File: config.mk
export PLATFORM = sky130hd
export DESIGN_NAME = hsrp_packet_classifier
export DESIGN_NICKNAME = d
export VERILOG_FILES = /design/src/hdl/hsrp_pkg.sv /design/src/hdl/hsrp_packet_classifier.sv /design/src/hdl/hsrp_v1_parser.sv /design/src/hdl/hsrp_v2_parser.sv
export SDC_FILE = /design/constraint.sdc
export NUM_CORES = 1
export LEC_CHECK = 0
export ABC_AREA = 0
export BUFFER_PORTS_ARGS = -buffer_cell sky130_fd_sc_hd__buf_2
export CORE_UTILIZATION = 30
export DETAILED_ROUTE_END_ITERATION = 8
export PLACE_DENSITY = 0.51
export SLEW_MARGIN = 25
export SYNTH_ARGS = -nofsm -noshare
export SYNTH_HDL_FRONTEND = slang
export SYNTH_SLANG_ARGS = --single-unit
File: constraint.sdc
create_clock -name clk -period 24.7 [get_ports clk]
set_input_delay 2.47 -clock clk [delete_from_list [all_inputs] [get_ports clk]]
set_output_delay 2.47 -clock clk [all_outputs]
set_load 0.03 [all_outputs]
File: src/hdl/hsrp_pkg.sv
// ----------------------------------------------------------------------------
// hsrp_pkg
// Types and constants shared by the HSRP packet classifier modules.
// ----------------------------------------------------------------------------
package hsrp_pkg;

	// field limits and codes
	localparam logic [15:0] V1_LAST_INDEX   = 16'd19;
	localparam logic [15:0] V1_MAX_LENGTH   = 16'd20;
	localparam logic [7:0]  V1_OPCODE_MAX   = 8'd3;
	localparam logic [7:0]  TLV_TYPE_MIN    = 8'd1;
	localparam logic [7:0]  TLV_TYPE_MAX    = 8'd4;
	localparam logic [7:0]  TLV_GROUP_STATE = 8'd1;
	localparam logic [7:0]  GS_MIN_LENGTH   = 8'd24;
	localparam logic [7:0]  GS_V4_LENGTH    = 8'd28;
	localparam logic [7:0]  IP_VERSION_4    = 8'd4;
	localparam logic [7:0]  IP_VERSION_6    = 8'd6;
	localparam logic [7:0]  MAX_TLVS_RESET  = 8'd50;

	localparam logic [1:0]  KIND_NONE = 2'd0;
	localparam logic [1:0]  KIND_V1   = 2'd1;
	localparam logic [1:0]  KIND_V2   = 2'd2;

	localparam logic [1:0]  ADDR_NONE = 2'd0;
	localparam logic [1:0]  ADDR_IPV4 = 2'd1;
	localparam logic [1:0]  ADDR_IPV6 = 2'd2;

	// tlv walker phase
	typedef enum logic [1:0] {
		PH_TYPE  = 2'd0,
		PH_LEN   = 2'd1,
		PH_VALUE = 2'd2,
		PH_STOP  = 2'd3
	} tlv_phase_t;

	// input byte request
	typedef struct packed {
		logic [7:0] data_byte;
		logic       last_byte;
	} byte_item_t;

	// classification result
	typedef struct packed {
		logic [1:0]  packet_kind;
		logic [7:0]  opcode;
		logic [7:0]  router_state;
		logic [31:0] priority_res;
		logic [15:0] group_number;
		logic [31:0] hello_time;
		logic [31:0] hold_time;
		logic [31:0] virtual_ip;
		logic [1:0]  address_kind;
		logic [63:0] auth_text;
		logic [7:0]  tlv_count;
		logic        tlvs_capped;
	} result_item_t;

	// per-byte strobe to the parsers
	typedef struct packed {
		logic       step;
		logic       last;
		logic [7:0] data_byte;
	} byte_step_t;

	// version 1 verdict after the current byte
	typedef struct packed {
		logic        hit;
		logic [7:0]  opcode;
		logic [7:0]  router_state;
		logic [7:0]  hello_time;
		logic [7:0]  hold_time;
		logic [7:0]  priority_res;
		logic [7:0]  group_number;
		logic [63:0] auth_text;
		logic [31:0] virtual_ip;
	} v1_status_t;

	// version 2 verdict after the current byte
	typedef struct packed {
		logic        hit;
		logic [7:0]  opcode;
		logic [7:0]  router_state;
		logic [31:0] priority_res;
		logic [15:0] group_number;
		logic [31:0] hello_time;
		logic [31:0] hold_time;
		logic [31:0] virtual_ip;
		logic [1:0]  address_kind;
		logic [7:0]  tlv_count;
		logic        tlvs_capped;
	} v2_status_t;

endpackage

File: src/hdl/hsrp_packet_classifier.sv
// ----------------------------------------------------------------------------
// hsrp_packet_classifier
// Classifies a UDP payload as HSRP version 1, version 2 or neither.
// ----------------------------------------------------------------------------
// The block takes one payload byte per cycle, unless a last byte is held
// back, and returns one result for each payload. A byte is first held in
// the input register; the version 1 and version 2 parsers then update their
// state from it in a single pass, and on the last byte their verdict is
// loaded into the result register. The input register frees whenever its
// byte steps on, so bytes stream back to back at one per cycle; only a last
// byte waits while an earlier result is still held. The max_tlvs register
// resets to 50; it is to be written through the cfg channel only while no
// packet is in progress, which the block itself does not enforce.
module hsrp_packet_classifier (
	input  logic                    clk,
	input  logic                    arst_n,
	input  logic                    byte_valid,
	output logic                    byte_stall,
	input  hsrp_pkg::byte_item_t    byte_data,
	output logic                    result_valid,
	input  logic                    result_stall,
	output hsrp_pkg::result_item_t  result_data,
	input  logic                    cfg_valid,
	output logic                    cfg_ready,
	input  logic [7:0]              cfg_data
);

	logic                  valid_s1;
	hsrp_pkg::byte_item_t  item_s1;
	logic [15:0]           index_q;
	logic [7:0]            max_tlvs_q;
	logic                  out_free;
	logic                  advance;
	logic                  step;
	hsrp_pkg::byte_step_t  step_req;
	hsrp_pkg::v1_status_t  v1_stat;
	hsrp_pkg::v2_status_t  v2_stat;
	hsrp_pkg::result_item_t verdict;

	// flow control
	assign out_free   = !result_valid || !result_stall;
	assign advance    = !item_s1.last_byte || out_free;
	assign step       = valid_s1 && advance;
	assign byte_stall = valid_s1 && !advance;
	assign cfg_ready  = 1'b1;

	assign step_req.step      = step;
	assign step_req.last      = item_s1.last_byte;
	assign step_req.data_byte = item_s1.data_byte;

	// configuration register
	always_ff @(posedge clk or negedge arst_n) begin
		if (!arst_n) max_tlvs_q <= hsrp_pkg::MAX_TLVS_RESET;
		else if (cfg_valid && cfg_ready) max_tlvs_q <= cfg_data;
	end

	// input register
	always_ff @(posedge clk or negedge arst_n) begin
		if (!arst_n) begin
			valid_s1 <= 1'b0;
		end else if (byte_valid && !byte_stall) begin
			valid_s1 <= 1'b1;
		end else if (step) begin
			valid_s1 <= 1'b0;
		end
	end

	always_ff @(posedge clk) begin
		if (byte_valid && !byte_stall) item_s1 <= byte_data;
	end

	// byte position in the payload, saturating
	always_ff @(posedge clk or negedge arst_n) begin
		if (!arst_n) begin
			index_q <= '0;
		end else if (step) begin
			if (item_s1.last_byte) index_q <= '0;
			else if (index_q != 16'hFFFF) index_q <= index_q + 16'd1;
		end
	end

	hsrp_v1_parser u_v1 (
		.clk        (clk),
		.arst_n     (arst_n),
		.byte_in    (step_req),
		.byte_index (index_q),
		.status     (v1_stat)
	);

	hsrp_v2_parser u_v2 (
		.clk      (clk),
		.arst_n   (arst_n),
		.byte_in  (step_req),
		.max_tlvs (max_tlvs_q),
		.status   (v2_stat)
	);

	// verdict selection, version 1 first
	always_comb begin
		verdict = '0;
		if (v1_stat.hit) begin
			verdict.packet_kind  = hsrp_pkg::KIND_V1;
			verdict.opcode       = v1_stat.opcode;
			verdict.router_state = v1_stat.router_state;
			verdict.priority_res = {24'd0, v1_stat.priority_res};
			verdict.group_number = {8'd0, v1_stat.group_number};
			verdict.hello_time   = {24'd0, v1_stat.hello_time};
			verdict.hold_time    = {24'd0, v1_stat.hold_time};
			verdict.virtual_ip   = v1_stat.virtual_ip;
			verdict.address_kind = hsrp_pkg::ADDR_IPV4;
			verdict.auth_text    = v1_stat.auth_text;
		end else if (v2_stat.hit) begin
			verdict.packet_kind  = hsrp_pkg::KIND_V2;
			verdict.opcode       = v2_stat.opcode;
			verdict.router_state = v2_stat.router_state;
			verdict.priority_res = v2_stat.priority_res;
			verdict.group_number = v2_stat.group_number;
			verdict.hello_time   = v2_stat.hello_time;
			verdict.hold_time    = v2_stat.hold_time;
			verdict.virtual_ip   = v2_stat.virtual_ip;
			verdict.address_kind = v2_stat.address_kind;
			verdict.tlv_count    = v2_stat.tlv_count;
			verdict.tlvs_capped  = v2_stat.tlvs_capped;
		end
	end

	// result register
	always_ff @(posedge clk or negedge arst_n) begin
		if (!arst_n) begin
			result_valid <= 1'b0;
		end else if (step && item_s1.last_byte) begin
			result_valid <= 1'b1;
		end else if (!result_stall) begin
			result_valid <= 1'b0;
		end
	end

	always_ff @(posedge clk) begin
		if (step && item_s1.last_byte) result_data <= verdict;
	end

	// a new result appears only after a last byte went through the parsers
	a_result_from_last: assert property (@(posedge clk) disable iff (!arst_n)
		$rose(result_valid) |-> $past(step && item_s1.last_byte))
		else $error("result without a last byte");

	// a held result blocks a waiting last byte
	a_last_waits: assert property (@(posedge clk) disable iff (!arst_n)
		(result_valid && result_stall && valid_s1 && item_s1.last_byte) |-> !step)
		else $error("last byte overran a held result");

	// a version 1 verdict always carries an ipv4 address kind and no tlv count
	a_v1_shape: assert property (@(posedge clk) disable iff (!arst_n)
		(result_valid && result_data.packet_kind == hsrp_pkg::KIND_V1)
		|-> (result_data.address_kind == hsrp_pkg::ADDR_IPV4 &&
		     result_data.tlv_count == 8'd0 && !result_data.tlvs_capped))
		else $error("malformed version 1 result");

	// byte position resets after each packet
	a_index_clear: assert property (@(posedge clk) disable iff (!arst_n)
		(step && item_s1.last_byte) |=> index_q == 16'd0)
		else $error("byte index not cleared");

endmodule

File: src/hdl/hsrp_v1_parser.sv
// ----------------------------------------------------------------------------
// hsrp_v1_parser
// Checks and captures the fixed 20-byte version 1 layout, one byte per step.
// ----------------------------------------------------------------------------
module hsrp_v1_parser (
	input  logic                  clk,
	input  logic                  arst_n,
	input  hsrp_pkg::byte_step_t  byte_in,
	input  logic [15:0]           byte_index,
	output hsrp_pkg::v1_status_t  status
);

	logic        valid_q, valid_n;
	logic [7:0]  opcode_q, opcode_n;
	logic [7:0]  state_q, state_n;
	logic [7:0]  hello_q, hello_n;
	logic [7:0]  hold_q, hold_n;
	logic [7:0]  prio_q, prio_n;
	logic [7:0]  group_q, group_n;
	logic [63:0] auth_q, auth_n;
	logic [31:0] addr_q, addr_n;
	logic [7:0]  b;

	assign b = byte_in.data_byte;

	// header checks and field capture for this byte
	always_comb begin
		valid_n  = valid_q;
		opcode_n = opcode_q;
		state_n  = state_q;
		hello_n  = hello_q;
		hold_n   = hold_q;
		prio_n   = prio_q;
		group_n  = group_q;
		auth_n   = auth_q;
		addr_n   = addr_q;
		if (byte_index == 16'd0 && b != 8'd0) valid_n = 1'b0;
		if (byte_index == 16'd1 && b > hsrp_pkg::V1_OPCODE_MAX) valid_n = 1'b0;
		if (byte_index == 16'd2 && !(b inside {8'd0, 8'd1, 8'd2, 8'd4, 8'd8, 8'd16}))
			valid_n = 1'b0;
		if (byte_index >= hsrp_pkg::V1_MAX_LENGTH) valid_n = 1'b0;
		case (byte_index)
			16'd1: opcode_n = b;
			16'd2: state_n  = b;
			16'd3: hello_n  = b;
			16'd4: hold_n   = b;
			16'd5: prio_n   = b;
			16'd6: group_n  = b;
			default: ;
		endcase
		// bytes arrive in order, so shifting in leaves the first byte on top
		if (byte_index inside {[16'd8:16'd15]}) auth_n = {auth_q[55:0], b};
		if (byte_index inside {[16'd16:16'd19]}) addr_n = {addr_q[23:0], b};
	end

	// verdict including the current byte
	always_comb begin
		status.hit          = valid_n && (byte_index == hsrp_pkg::V1_LAST_INDEX);
		status.opcode       = opcode_n;
		status.router_state = state_n;
		status.hello_time   = hello_n;
		status.hold_time    = hold_n;
		status.priority_res = prio_n;
		status.group_number = group_n;
		status.auth_text    = auth_n;
		status.virtual_ip   = addr_n;
	end

	// per-packet state, cleared after the last byte
	always_ff @(posedge clk or negedge arst_n) begin
		if (!arst_n) begin
			valid_q  <= 1'b1;
			opcode_q <= '0;
			state_q  <= '0;
			hello_q  <= '0;
			hold_q   <= '0;
			prio_q   <= '0;
			group_q  <= '0;
			auth_q   <= '0;
			addr_q   <= '0;
		end else if (byte_in.step) begin
			if (byte_in.last) begin
				valid_q  <= 1'b1;
				opcode_q <= '0;
				state_q  <= '0;
				hello_q  <= '0;
				hold_q   <= '0;
				prio_q   <= '0;
				group_q  <= '0;
				auth_q   <= '0;
				addr_q   <= '0;
			end else begin
				valid_q  <= valid_n;
				opcode_q <= opcode_n;
				state_q  <= state_n;
				hello_q  <= hello_n;
				hold_q   <= hold_n;
				prio_q   <= prio_n;
				group_q  <= group_n;
				auth_q   <= auth_n;
				addr_q   <= addr_n;
			end
		end
	end

endmodule

File: src/hdl/hsrp_v2_parser.sv
// ----------------------------------------------------------------------------
// hsrp_v2_parser
// Walks the version 2 type/length/value chain and captures the first
// decodable group state item.
// ----------------------------------------------------------------------------
module hsrp_v2_parser (
	input  logic                  clk,
	input  logic                  arst_n,
	input  hsrp_pkg::byte_step_t  byte_in,
	input  logic [7:0]            max_tlvs,
	output hsrp_pkg::v2_status_t  status
);

	hsrp_pkg::tlv_phase_t phase_q, phase_n;
	logic [7:0]  type_q, type_n;
	logic [7:0]  len_q, len_n;
	logic [7:0]  offset_q, offset_n;
	logic [7:0]  first_q, first_n;
	logic [7:0]  count_q, count_n;
	logic        failed_q, failed_n;
	logic        capped_q, capped_n;
	logic        found_q, found_n;
	logic [7:0]  opcode_q, opcode_n;
	logic [7:0]  state_q, state_n;
	logic [7:0]  ipver_q, ipver_n;
	logic [15:0] group_q, group_n;
	logic [31:0] hello_q, hello_n;
	logic [31:0] hold_q, hold_n;
	logic [31:0] prio_q, prio_n;
	logic [31:0] addr_q, addr_n;
	logic [7:0]  b;
	logic        finish;
	logic [1:0]  lane;

	assign b    = byte_in.data_byte;
	// value bytes of each 32-bit field start on a multiple of four, msb first
	assign lane = ~offset_q[1:0];

	// chain walker for this byte
	always_comb begin
		phase_n  = phase_q;
		type_n   = type_q;
		len_n    = len_q;
		offset_n = offset_q;
		first_n  = first_q;
		count_n  = count_q;
		failed_n = failed_q;
		capped_n = capped_q;
		found_n  = found_q;
		opcode_n = opcode_q;
		state_n  = state_q;
		ipver_n  = ipver_q;
		group_n  = group_q;
		hello_n  = hello_q;
		hold_n   = hold_q;
		prio_n   = prio_q;
		addr_n   = addr_q;
		finish   = 1'b0;
		if (!failed_q) begin
			case (phase_q)
				hsrp_pkg::PH_STOP: begin
					capped_n = 1'b1;
				end
				hsrp_pkg::PH_TYPE: begin
					type_n = b;
					if (count_q == 8'd0) begin
						first_n = b;
						if (!(b inside {[hsrp_pkg::TLV_TYPE_MIN:hsrp_pkg::TLV_TYPE_MAX]}))
							failed_n = 1'b1;
					end
					if (!found_q) begin
						opcode_n = '0;
						state_n  = '0;
						ipver_n  = '0;
						group_n  = '0;
						hello_n  = '0;
						hold_n   = '0;
						prio_n   = '0;
						addr_n   = '0;
					end
					phase_n = hsrp_pkg::PH_LEN;
				end
				hsrp_pkg::PH_LEN: begin
					len_n    = b;
					offset_n = '0;
					if (b == 8'd0) finish = 1'b1;
					else phase_n = hsrp_pkg::PH_VALUE;
				end
				hsrp_pkg::PH_VALUE: begin
					if (type_q == hsrp_pkg::TLV_GROUP_STATE && !found_q) begin
						case (offset_q) inside
							8'd1: opcode_n = b;
							8'd2: state_n  = b;
							8'd3: ipver_n  = b;
							8'd4: group_n[15:8] = b;
							8'd5: group_n[7:0]  = b;
							[8'd12:8'd15]: prio_n[{lane, 3'b000} +: 8]  = b;
							[8'd16:8'd19]: hello_n[{lane, 3'b000} +: 8] = b;
							[8'd20:8'd23]: hold_n[{lane, 3'b000} +: 8]  = b;
							[8'd24:8'd27]: addr_n[{lane, 3'b000} +: 8]  = b;
							default: ;
						endcase
					end
					offset_n = offset_q + 8'd1;
					if (offset_n >= len_q) finish = 1'b1;
				end
				default: ;
			endcase
		end
		// item complete: check for a decodable group state, count it
		if (finish) begin
			if (type_n == hsrp_pkg::TLV_GROUP_STATE && len_n >= hsrp_pkg::GS_MIN_LENGTH &&
			    !found_q &&
			    ((ipver_n == hsrp_pkg::IP_VERSION_4 && len_n >= hsrp_pkg::GS_V4_LENGTH) ||
			     ipver_n == hsrp_pkg::IP_VERSION_6))
				found_n = 1'b1;
			count_n = count_q + 8'd1;
			phase_n = (count_n >= max_tlvs) ? hsrp_pkg::PH_STOP : hsrp_pkg::PH_TYPE;
		end
	end

	// verdict including the current byte
	always_comb begin
		status.hit = !failed_n &&
		             (phase_n == hsrp_pkg::PH_TYPE || phase_n == hsrp_pkg::PH_STOP) &&
		             (first_n inside {[hsrp_pkg::TLV_TYPE_MIN:hsrp_pkg::TLV_TYPE_MAX]});
		status.opcode       = '0;
		status.router_state = '0;
		status.priority_res = '0;
		status.group_number = '0;
		status.hello_time   = '0;
		status.hold_time    = '0;
		status.virtual_ip   = '0;
		status.address_kind = hsrp_pkg::ADDR_NONE;
		status.tlv_count    = count_n;
		status.tlvs_capped  = capped_n;
		if (found_n) begin
			status.opcode       = opcode_n;
			status.router_state = state_n;
			status.priority_res = prio_n;
			status.group_number = group_n;
			status.hello_time   = hello_n;
			status.hold_time    = hold_n;
			if (ipver_n == hsrp_pkg::IP_VERSION_4) begin
				status.virtual_ip   = addr_n;
				status.address_kind = hsrp_pkg::ADDR_IPV4;
			end else begin
				status.address_kind = hsrp_pkg::ADDR_IPV6;
			end
		end
	end

	// per-packet state, cleared after the last byte
	always_ff @(posedge clk or negedge arst_n) begin
		if (!arst_n) begin
			phase_q  <= hsrp_pkg::PH_TYPE;
			type_q   <= '0;
			len_q    <= '0;
			offset_q <= '0;
			first_q  <= '0;
			count_q  <= '0;
			failed_q <= 1'b0;
			capped_q <= 1'b0;
			found_q  <= 1'b0;
			opcode_q <= '0;
			state_q  <= '0;
			ipver_q  <= '0;
			group_q  <= '0;
			hello_q  <= '0;
			hold_q   <= '0;
			prio_q   <= '0;
			addr_q   <= '0;
		end else if (byte_in.step) begin
			if (byte_in.last) begin
				phase_q  <= hsrp_pkg::PH_TYPE;
				type_q   <= '0;
				len_q    <= '0;
				offset_q <= '0;
				first_q  <= '0;
				count_q  <= '0;
				failed_q <= 1'b0;
				capped_q <= 1'b0;
				found_q  <= 1'b0;
				opcode_q <= '0;
				state_q  <= '0;
				ipver_q  <= '0;
				group_q  <= '0;
				hello_q  <= '0;
				hold_q   <= '0;
				prio_q   <= '0;
				addr_q   <= '0;
			end else begin
				phase_q  <= phase_n;
				type_q   <= type_n;
				len_q    <= len_n;
				offset_q <= offset_n;
				first_q  <= first_n;
				count_q  <= count_n;
				failed_q <= failed_n;
				capped_q <= capped_n;
				found_q  <= found_n;
				opcode_q <= opcode_n;
				state_q  <= state_n;
				ipver_q  <= ipver_n;
				group_q  <= group_n;
				hello_q  <= hello_n;
				hold_q   <= hold_n;
				prio_q   <= prio_n;
				addr_q   <= addr_n;
			end
		end
	end

	// once stopped, the walker never leaves the stopped phase inside a packet
	a_stop_holds: assert property (@(posedge clk) disable iff (!arst_n)
		(byte_in.step && !byte_in.last && !failed_q && phase_q == hsrp_pkg::PH_STOP)
		|=> phase_q == hsrp_pkg::PH_STOP)
		else $error("tlv walker left stopped phase");

	// the last byte returns the walker to its idle state
	a_clear_on_last: assert property (@(posedge clk) disable iff (!arst_n)
		(byte_in.step && byte_in.last)
		|=> (phase_q == hsrp_pkg::PH_TYPE && count_q == 8'd0 && !failed_q && !found_q))
		else $error("tlv walker not cleared after last byte");

endmodule
## Yosys cells after proc, flatten, opt, wreduce, memory -nomap -nowiden

Cells that the tools add are included.

| word-level totals | value |
|---|---|
| register bits after elaboration | 630 |

| operators by class | value |
|---|---|
| magnitude comparators | 22 |
| muxes and demuxes | 157 |
| bitwise operators | 3 |
| add/sub/neg operators | 4 |
| equal/unequal tests | 28 |
| shift operators | 2 |
| reductions and logical operators | 49 |

Operator list:

| kind | number |
|---|---|
| $mux 32 | 49 |
| $mux 8 | 53 |
| $mux 162 | 2 |
| $pmux 32 s2 | 4 |
| $mux 164 | 1 |
| $bwmux 32 | 4 |
| $mux 64 | 2 |
| $mux 16 | 6 |
| $pmux 8 s2 | 4 |
| $eq 16x3->1 const B | 3 |
| $eq 8x3->1 const B | 5 |
| $ge 8x5->1 const B | 5 |
| $eq 16x2->1 const B | 2 |
| $eq 8x1->1 const B | 4 |
| $ge 16x5->1 const B | 2 |
| $pmux 16 s2 | 1 |
| $shift 8x7->32 const A | 1 |
| $shiftx 8x7->32 | 1 |
| $eq 8x2->1 const B | 3 |
| $le 8x5->1 const B | 3 |
| $logic_and 1x1->1 | 23 |
| $mux 1 | 23 |
| $add 16x1->16 const B | 1 |
| $add 8x1->8 const B | 2 |
| other kinds (37) | 61 |

## Logic depth before layout (Yosys ltp)

Gate-level depths: netlist of the first run.

| depth | value |
|---|---|
| depth after elaboration | 20 |
| mapped depth | 15 |
| mapped depth without buffers | 12 |

## Cells and area by module

Synthesis of the first run repeated with hierarchy kept, for this count alone.

| second synthesis, totals | value |
|---|---|
| cells, all modules | 2,868 |
| area, all modules | 31,081.1 µm² |

By module, submodules not included:

| module | cells an instance | area each (µm²) | times used |
|---|---|---|---|
| hsrp_v2_parser | 1,405 | 13,085.0 | 1 |
| hsrp_packet_classifier | 652 | 10,618.9 | 1 |
| hsrp_v1_parser | 811 | 7,377.1 | 1 |

## Worst setup path before layout of the first run

Ideal clock, no wire load.

| timing path | value |
|---|---|
| kind | input to register |
| start point | in result_stall |
| end point | reg result_data[0] (netlist name), enable pin |
| arrival | 9,978 ps |
| setup time | 695 ps |
| cell stages on the path | 6 |
| data required time | 24,005 ps |
| path slack | 14,028 ps |
| cells stage by stage | nand3_1 nand2_1 clkbuf_1 buf_1 nor2_1 clkbuf_1 |

| between the ends | value |
|---|---|
| longest elaborated chain between the ends | 5 |

Ends and longest elaborated chain:

| element | RTL line | RTL |
|---|---|---|
| start: declaration | hsrp_packet_classifier.sv:21 | `input logic result_stall,` |
| $logic_not 1->1 | - |  |
| $logic_or 1x1->1 | hsrp_packet_classifier.sv:41 | `assign out_free = !result_valid \|\| !result_stall;` |
| $logic_or 1x1->1 | hsrp_packet_classifier.sv:42 | `assign advance = !item_s1.last_byte \|\| out_free;` |
| $logic_and 1x1->1 | hsrp_packet_classifier.sv:43 | `assign step = valid_s1 && advance;` |
| $logic_and 1x1->1 | hsrp_packet_classifier.sv:139 | `if (step && item_s1.last_byte) result_data <= verdict;` |
| end signal: assignment | hsrp_packet_classifier.sv:139 |  |
| end: declaration | hsrp_packet_classifier.sv:22 | `output hsrp_pkg::result_item_t result_data,` |

Every way passes these cells.
A chain may end at the register's enable or synchronous reset.

## Final worst setup path of the first run

| timing path | value |
|---|---|
| start point | reg item_s1[4] (netlist name) |
| end point | reg result_data[197] (netlist name) (data pin) |

| between the ends | value |
|---|---|
| longest elaborated chain between the ends | 14 |
| elaborated cells between the ends (all ways) | 80 |
| classes of those cells | order compare (7); eq/ne (9); shift (1); mux (40); bitwise (2); reduce/logical (21) |

Ends and longest elaborated chain:

| element | RTL line | RTL |
|---|---|---|
| start: declaration | hsrp_packet_classifier.sv:29 | `hsrp_pkg::byte_item_t item_s1;` |
| start signal: assignment | hsrp_packet_classifier.sv:69 | `if (byte_valid && !byte_stall) item_s1 <= byte_data;` |
| $mux 8 (3 in series) | hsrp_v2_parser.sv:91 | `case (offset_q) inside` |
| $mux 8 | hsrp_v2_parser.sv:90 | `if (type_q == hsrp_pkg::TLV_GROUP_STATE && !found_q) begin` |
| $pmux 8 s2 | hsrp_v2_parser.sv:60 | `case (phase_q)` |
| $mux 8 | hsrp_v2_parser.sv:59 | `if (!failed_q) begin` |
| $eq 8x3->1 | hsrp_v2_parser.sv:114 | `((ipver_n == hsrp_pkg::IP_VERSION_4 && len_n >= hsrp_pkg::GS_V4_LENGTH) \|\|` |
| $logic_and 1x1->1 | hsrp_v2_parser.sv:114 |  |
| $logic_or 1x1->1 | hsrp_v2_parser.sv:114 |  |
| $logic_and 1x1->1 | hsrp_v2_parser.sv:113 | `!found_q &&` |
| $mux 1 | hsrp_v2_parser.sv:112 | `if (type_n == hsrp_pkg::TLV_GROUP_STATE && len_n >= hsrp_pkg::GS_MIN_LENGTH &&` |
| $mux 1 | hsrp_v2_parser.sv:111 | `if (finish) begin` |
| $not 1->1 (no source line) | - |  |
| $reduce_or 3->1 (no source line) | - |  |

Parallel ways exist; a longest one is shown, timed or not.

==> results.cfg, run 1 <==
[synth]
ys_warn_count = 0
synth.top_cells.by_count = nand2_1, dfrtp_1, a22oi_1
synth_top_area_frac = 0.325
netlist_instances = 2653
synth_top_flop_cell = dfrtp_1
synthTopCellsByArea = dfrtp_1, edfxtp_1, a22oi_1
synth_edf_count = 246
ys_seq_elements = 622
seq_area_frac_synth = 0.586
syn_nets = 2706
ys_types = 72
netlist_area_mm2 = 0.0287
syn_area_per_cell_um2 = 10.8
synth-async-reset-ratio = 0.605
yosysMostFrequentCell = nand2_1
synth.largest_area_cell = dfrtp_1

[die]
die_area_mm2 = 0.0968
die_y_um = 311
start_util = 0.302
row_count = 113
design.core.area_mm2 = 0.0949
die_x_um = 311
io-pin-count = 262

[critical_path]
required_ns = 25.04
path_cells = buf_4, or3_1, o211a_1, nor2b_1, nand2_4, inv_2, a211o_1, buf_4, inv_2, a32oi_4, buf_4, nor2_1
crit_top_cell = buf_4
path_buf_inv = 5
critPathMaxFanout = 81
slowest_delay_ns = 0.83
cp-end-kind = register
cp_slowest_cell = a32oi_4
worstPathArrival_ns = 5.93
worstSetupStartpointType = register
critical_path_depth = 12
critical_path_class = register to register
r2r_cells = 12
path_delay_family = buffers and inverters

[timing]
setup_tns_ns = 0
hold_violations = 0
drv_slew = 0
final.period_utilization = 0.227
clock_skew_ns = 0.0265
relSlewSlack = 0.310
rsz0062_at_grt = false
worstMarginPinSlew_ns = 1.03
setup_viol = 0
fmax_mhz = 179
finalCriticalPeriod_ns = 5.60

[hold_path]
hold_path_class = register to register
hold_depth = 2

[layout]
syn2layout_area_growth_pct = 17.7
nets = 2861
drive_gt1_frac = 0.161
n_antenna_cell = 0
finish.instance_area_mm2 = 0.0337
fillerInstances = 9431

[outcome]
status = finished, final reports clean

[clock_network]
cts_tree = done
clk_pin_slew_ns = 0.06
ctsLongestPathBuffers = 3
htree_num_levels = 3
clock_latency_ns = 0.64
root_buffer = clkbuf_16
post_cts_buffers = 0
numCtsBuffers = 74
cts_resized = 0
ctsHoldBuffers = 0
clock-sinks = 622

[drt]
drc = 0
dr_total_vias = 22400
wirelength_um = 93800
final_antenna_net_count = 0
wire_per_inst_um = 22.7
via_per_inst = 5.41
drt_iter0_drc = 2262
dr.pass1.iters = 6

[grt]
grt.total_usage = 0.190
first_global_vias = 21900
grt_pass1_wl_um = 142000
grt_max_degree = 160
antenna_found_initial = 1
grt_remaining_overflow = 0

[placement]
dp_hpwl_um = 59000
io_buffers = 260
dpl_cell_area_mm2 = 0.0311
gp_congestion = 0.818

[power]
p_per_area_mw_per_mm2 = 85.2
p_leak_uw = 0.0134
ir_worst_vdd_v = 0.0000476

[job]
drv_cap = 0
## power by group
part	total, uW	internal, uW	switching (uW)
combinational	517	136	381
clock	1150	675	474
sequential	1210	1150	61.0
## cell type report
class,instances,area [um^2],share of cell area
inverter,34,128,0.00378
clock buffer,104,2130,0.0631
tap,1265,1580,0.0469
multi-input combinational,1770,10900,0.324
sequential,622,16800,0.498
clock inverter,34,467,0.0138
timing repair buffer,306,1700,0.0503
## tightest hold or removal path: stages, from the launching register on
cell and delay (ns):
dfrtp_1 0.34, nand2_1 0.05, nand2_1 0.05
## final timing paths
| path | from | end | slack, ns |
|---|---|---|---|
| setup / recovery | item_s1[4] | result_data[197] | 19.10 |
| hold / removal | u_v2.hello_q[0] | u_v2.hello_q[0] | 0.47 |
| setup reg to reg | item_s1[4] | result_data[197] | 19.10 |
| hold reg to reg | u_v2.hello_q[0] | u_v2.hello_q[0] | 0.47 |
| max in group asynchronous | arst_n | index_q[4] | 20.85 |
| min in group asynchronous | arst_n | u_v2.hold_q[16] | 1.81 |
## metal layers
layer | part of all wire | vias up | wire [um] | GRT usage
met5 | 0 | - | 0 | 0
li1 | - | 10200 | - | -
met4 | 0.027 | 0 | 2500 | 0.0560
met2 | 0.46 | 655 | 43500 | 0.300
met3 | 0.048 | 139 | 4530 | 0.0251
met1 | 0.46 | 11400 | 43300 | 0.271
## cell families after synthesis
kind of cell,Yosys count,synth area share
buffers and inverters,261,0.0367
muxes,53,0.0186
DFF,622,0.586
other,1,0.000131
AOI/OAI and AO/OA,897,0.218
and+or+nand+nor,758,0.118
adders and majority gates,31,0.0135
xor gates and xnor gates,30,0.00917
## state kept, by name, summed over array words and instances (netlist names), 9 cells and up
name and count:
result_data 237, u_v1.auth_q 64, u_v2.addr_q 32, u_v2.hello_q 32
u_v2.hold_q 32, u_v2.prio_q 32, u_v1.addr_q 24, index_q 16
u_v2.group_q 16, item_s1 9
## placed cells by master, fill, tap and decap left out, types with 76 or more instances in the layout
cell type | synthesis | final
o21ai_0 | 196 | 196
dfrtp_1 | 372 | 372
clkbuf_16 | 0 | 76
a22oi_1 | 252 | 252
nor2_1 | 165 | 162
a21oi_1 | 101 | 101
buf_2 | 17 | 259
nand2_1 | 388 | 385
edfxtp_1 | 246 | 246
a22o_1 | 182 | 182
## per-stage QoR
| stage | util | hold WS, ns | total power, uW | worst slack (ns) | cells |
|---|---|---|---|---|---|
| global route | 0.356 | 0.497 | 2990 | 18.78 | 4135 |
| detailed placement | 0.328 | 0.457 | 1740 | 19.13 | 3996 |
| CTS | 0.355 | 0.471 | 2900 | 19.12 | 4134 |
| global placement | 0.327 | 0.451 | 1730 | 19.24 | 3995 |
| finish | 0.356 | 0.470 | 2870 | 19.10 | 4135 |
| floorplan | - | 0.440 | 1560 | 14.03 | 2653 |
No activity file was read; power rests on OpenSTA's default activity.
==> run 2: changes to the inputs <==
--- a/config.mk
+++ b/config.mk
@@ -9,7 +9,7 @@
 export BUFFER_PORTS_ARGS = -buffer_cell sky130_fd_sc_hd__buf_2
 export CORE_UTILIZATION = 30
 export DETAILED_ROUTE_END_ITERATION = 8
-export PLACE_DENSITY = 0.51
+export PLACE_DENSITY = 0.53
 export SLEW_MARGIN = 25
 export SYNTH_ARGS = -nofsm -noshare
 export SYNTH_HDL_FRONTEND = slang
==> constraint.sdc (replaced) <==
create_clock -name clk -period 4.8 [get_ports clk]
set_input_delay 0.48 -clock clk [delete_from_list [all_inputs] [get_ports clk]]
set_output_delay 0.48 -clock clk [all_outputs]
set_load 0.03 [all_outputs]
==> run 2 against run 1 <==
  * Clock skew rose by 0.0021 ns
  * Power rose to 5.1 times the previous value
  * Via count rose by 0.28%
  * Sequential power rose to 5.1 times the previous value
  * Design area rose by 0.16%
  * Worst hold slack got worse by 0.43 ns
  * Worst setup slack got worse by 18 ns
  * Register-to-register slack got worse by 18 ns
  * Flip-flop and latch count did not move
  * Combinational power rose to 5.2 times the previous value
  * Clock power rose to 5.1 times the previous value
  * Count of clock-buffer cells in the layout rose by 3
==> results.cfg, run 2 (synthesized netlist as in run 1, its figures left out) <==
[outcome]
status = finished, final reports clean

[die]
die_area_mm2 = 0.0968
die_x_um = 311
row_count = 113
start_util = 0.302
design.core.area_mm2 = 0.0949
io-pin-count = 262
die_y_um = 311

[timing]
hold_slack_ns = 0.0353
final.period_utilization = 0.854
setup_viol = 0
clock_skew_ns = 0.0286
worstMarginPinSlew_ns = 1.05
relSlewSlack = 0.296
finalCriticalPeriod_ns = 4.10
drv_slew = 0
layout_setup_ws_ns = 0.699
hold_violations = 0
rsz0062_at_grt = false
fmax_mhz = 244
setup_tns_ns = 0

[critical_path]
required_ns = 5.19
critPathMaxFanout = 15
worstPathArrival_ns = 4.49
startpoint = u_v2.offset_q[0]
reg2reg_from = u_v2.offset_q[0]
endpoint = result_data[78]
cp-end-kind = register
r2r_cells = 13
r2r_slack_ns = 0.70
critical_path_class = register to register
r2r_end = result_data[78]
worstSetupStartpointType = register

[clock_network]
numCtsBuffers = 75
clock-sinks = 622
cts_tree = done
ctsLongestPathBuffers = 3
htree_num_levels = 3
clock_latency_ns = 0.66
root_buffer = clkbuf_16
cts_resized = 0
clk_pin_slew_ns = 0.06

[job]
drv_cap = 0

[placement]
dpl_cell_area_mm2 = 0.0312
pre_cts_ws_ns = 0.749
dp_hpwl_um = 59900
gp_congestion = 0.866
io_buffers = 260

[layout]
layout_common_cells = nand2_1, dfrtp_1, buf_2
largest_registers = result_data (237), u_v1.auth_q (64)
syn2layout_area_growth_pct = 17.8
finish.instance_area_mm2 = 0.0338
fillerInstances = 9386
final_common_cell = nand2_1
largest_register_ff_count = 237
drive_gt1_frac = 0.162
nets = 2879
n_antenna_cell = 0
regMostFlops = result_data

[drt]
drc = 0
wirelength_um = 93900
via_per_inst = 5.40
dr.pass1.iters = 6
drt_iter0_drc = 2545
dr_total_vias = 22400
wl_met2_um = 43500
met1_length_um = 42800
wire_per_inst_um = 22.6
top_layer = met5
final_antenna_net_count = 0
dr_wl_met3_um = 5700

[power]
ir_worst_vdd_v = 0.000253
share_comb_of_total_power = 0.182
p_per_area_mw_per_mm2 = 436
power_switching_uw = 4650
pwr-share-clk = 0.395
seqPwrFrac = 0.422
swShare = 0.315
p_int_uw = 10100
p_leak_uw = 0.0134

[grt]
grt_max_degree = 139
first_global_vias = 21400
grt_pass1_wl_um = 141000
grt.total_usage = 0.190
grt_remaining_overflow = 0
antenna_found_initial = 4

[hold_path]
hold_path_class = input pin to register
[run 2: changes by cell type in the layout (fill, tap and decap cells not counted), sizes merged]
cell,previous run,this run
buf,306,321
clkinv,25,19
bufinv,6,7
clkbuf,104,107
dlygate4sd3,0,2
clkinvlp,1,5
inv,36,35
[run 2: layer usage]
layer  track usage  up-vias
met5             0        -
met4        0.0502        2
met3        0.0313      131
met2         0.296      784
met1         0.273    11300
li1              -    10200
[run 2: per-stage QoR]
stage          instances  power, uW  utilization
2_1_floorplan       2653       7990            -
3_3_place_gp        4012       8960        0.329
3_5_place_dp        4012       8980        0.329
4_1_cts             4153      14900        0.356
5_1_grt             4153      15300        0.356
6_report            4153      14700        0.356
[run 2: worst min-delay path by stage]
stage                    startpoint              end  slack (ns)  cells past startpoint
global route           byte_data[4]       item_s1[4]        0.02                      1
finish                 byte_data[5]       item_s1[5]        0.04                      1
CTS                    byte_data[5]       item_s1[5]        0.01                      1
global placement    u_v2.hello_q[2]  u_v2.hello_q[2]        0.45                      2
detailed placement  u_v2.hello_q[6]  u_v2.hello_q[6]        0.46                      2
floorplan                    arst_n       index_q[0]        0.18                      0
[run 2: critical path, cell delays in order (launching register included)]
cell      delay [ns]
dfrtp_1         0.55
ha_1            0.43
nand4_1         0.17
xnor2_1         0.27
ha_1            0.28
nand2_1         0.07
o21ai_0         0.11
a211oi_2        0.20
buf_4           0.18
nor2_1          0.06
buf_4           0.21
o41a_1          0.48
or2_1           0.48
a32o_1          0.34
[run 2: power groups by stage]
| stage | Clock [uW] | Combinational, uW | Sequential [uW] |
|---|---|---|---|
| after floorplan | 0 | 1630 | 6350 |
| after global placement | 0 | 2650 | 6310 |
| after detailed placement | 0 | 2670 | 6310 |
| after CTS | 5970 | 2680 | 6220 |
| after global routing | 6150 | 2920 | 6270 |
| final | 5820 | 2680 | 6220 |
[run 2: area by class of cell]
cell class                      instances  area [um^2]  area share
Tap cell                             1265         1580      0.0469
Clock buffer                          107         2090      0.0618
Multi-Input combinational cell       1770        10900       0.322
Sequential cell                       622        16800       0.497
Timing Repair Buffer                  323         1860      0.0549
Inverter                               34          128     0.00378
Clock inverter                         32          435      0.0129
[run 2: what timing repair did]
action                                  CTS  global route
hold buffers                              2             0
endpoints found under the setup margin    0             0
endpoints found under the hold margin    95             0
setup buffers                             0             0
==> run 3: changes to the inputs <==
--- a/config.mk
+++ b/config.mk
@@ -7,9 +7,11 @@
 export LEC_CHECK = 0
 export ABC_AREA = 0
 export BUFFER_PORTS_ARGS = -buffer_cell sky130_fd_sc_hd__buf_2
+export CELL_PAD_IN_SITES_DETAIL_PLACEMENT = 0
+export CELL_PAD_IN_SITES_GLOBAL_PLACEMENT = 1
 export CORE_UTILIZATION = 30
 export DETAILED_ROUTE_END_ITERATION = 8
-export PLACE_DENSITY = 0.53
+export PLACE_DENSITY = 0.62
 export SLEW_MARGIN = 25
 export SYNTH_ARGS = -nofsm -noshare
 export SYNTH_HDL_FRONTEND = slang
==> run 3 against run 2 <==
  * Clock skew fell by 0.0029 ns
  * Non-clock buffer count up 7
  * Combinational power grew 1%
  * Design area hardly changed
  * Critical path type unchanged
  * Die area unchanged
  * Critical path depth unchanged
  * Flip-flop and latch count stayed put
  * Worst hold slack gained 0.0062 ns
  * Core utilization about the same
  * Sequential power hardly changed
  * Critical endpoint is now result_data[146]
  * Highest routed layer is now met4
  * Register-to-register slack got worse by 0.17 ns
  * Global-route usage grew 0.43 points
==> results.cfg, run 3 (synthesized netlist as in run 1, its figures left out) <==
[layout]
fillerInstances = 9396
regMostFlops = result_data
largest_registers = result_data (237), u_v1.auth_q (64)
ff_latch_area_mm2 = 0.0168
drive_gt1_frac = 0.160
nets = 2886
final_common_cell = nand2_1
layout_common_cells = nand2_1, dfrtp_1, buf_2
multi_input_area_mm2 = 0.0109
largest_register_ff_count = 237
finalNonFillerCells = 4161
n_antenna_cell = 0
syn2layout_area_growth_pct = 18.0
final_util = 0.356

[power]
ir_worst_vdd_v = 0.000223
share_comb_of_total_power = 0.185
swShare = 0.320
power_switching_uw = 4690
total_power_uw = 14600
p_per_area_mw_per_mm2 = 433
p_leak_uw = 0.0135
p_int_uw = 9950
pwr-share-clk = 0.389
seqPwrFrac = 0.426

[drt]
drt_iter0_drc = 2230
via_per_inst = 5.50
dr_total_vias = 22900
final_antenna_net_count = 0
wire_per_inst_um = 23.1
wirelength_um = 96100
drc = 0
top_layer = met4
dr.pass1.iters = 7
wl_met2_um = 45900
dr_wl_met3_um = 5340
met1_length_um = 42900

[placement]
io_buffers = 260
gp_congestion = 0.858
dp.cells = 4014
pre_cts_ws_ns = 0.569
dp_hpwl_um = 62300

[grt]
grt_remaining_overflow = 0
grt.total_usage = 0.194
grt_pass1_wl_um = 146000
antenna_found_initial = 4
grt_max_degree = 106
first_global_vias = 22600

[die]
die_y_um = 311
die_x_um = 311
io-pin-count = 262
row_count = 113
design.core.area_mm2 = 0.0949
start_util = 0.302
die_area_mm2 = 0.0968

[timing]
rsz0062_at_grt = false
setup_tns_ns = 0
final.period_utilization = 0.890
clock_skew_ns = 0.0258
relSlewSlack = 0.296
setup_viol = 0
worstMarginPinSlew_ns = 1.05
finalCriticalPeriod_ns = 4.27
hold_violations = 0
drv_slew = 0
layout_setup_ws_ns = 0.530
fmax_mhz = 234

[clock_network]
htree_num_levels = 3
root_buffer = clkbuf_16
clock-sinks = 622
ctsLongestPathBuffers = 3
clk_pin_slew_ns = 0.06
cts_tree = done
numCtsBuffers = 75
post_cts_buffers = 0
ctsHoldBuffers = 7
cts_resized = 0
clock_latency_ns = 0.65

[critical_path]
worstPathArrival_ns = 4.62
critPathMaxFanout = 88
r2r_cells = 13
cp-end-kind = register
required_ns = 5.15
critical_path_class = register to register
worstSetupStartpointType = register

[hold_path]
hold_depth = 1
hold_path_class = input pin to register

[job]
drv_cap = 0

[outcome]
status = finished, final reports clean
-- run 3: changes by cell type in the layout (fill, tap and decap cells not counted), sizes merged --
cell	previous run	this run
buf	321	323
bufinv	7	3
clkbuf	107	114
clkinvlp	5	1
dlygate4sd3	2	7
inv	35	37
-- run 3: through the flow --
step / cell area (um^2) / hold WS (ns)
global placement: 31300 / 0.453
detailed placement: 31300 / 0.464
global route: 33800 / 0.0182
floorplan: 28700 / 0.184
finish: 33800 / 0.0416
CTS: 33800 / 0.0000252
-- run 3: final cells by class --
type	instances	area share
inverter	34	0.00377
timing repair buffer	330	0.0582
multi-input combinational	1770	0.322
clock inverter	26	0.00858
clock buffer	114	0.0638
tap	1265	0.0468
sequential	622	0.497
-- run 3: worst paths after layout --
kind	endpoint	slack (ns)	startpoint
worst max-delay path	result_data[146]	0.53	u_v2.offset_q[2]
worst min-delay path	item_s1[2]	0.04	byte_data[2]
worst max register to register	result_data[146]	0.53	u_v2.offset_q[2]
worst min register to register	u_v2.group_q[5]	0.48	u_v2.group_q[5]
max in group asynchronous	u_v2.count_q[5]	3.17	arst_n
min in group asynchronous	u_v2.hold_q[21]	0.43	arst_n
-- run 3: power groups by stage --
stage                     clock [uW]  combinational [uW]  sequential (uW)
after floorplan                    0                1630             6350
after global placement             0                2640             6300
after detailed placement           0                2700             6320
after CTS                       5820                2710             6220
after global routing            6020                2960             6280
final                           5690                2720             6230
-- run 3: worst max-delay path, cell delays in order (launching register included) --
cell,delay [ns]
dfrtp_1,0.58
nand2_1,0.14
nor2_1,0.16
and3_1,0.20
xor2_1,0.19
ha_1,0.27
a21oi_1,0.14
o21ai_0,0.12
a211oi_2,0.52
nor2_1,0.18
or4_1,0.62
a32oi_4,0.26
buf_12,0.36
o22ai_1,0.18
-- run 3: per-layer routing --
metal	track usage	vias up
met5	0	-
met4	0.0508	0
met3	0.0275	124
met2	0.315	869
met1	0.272	11700
li1	-	10200
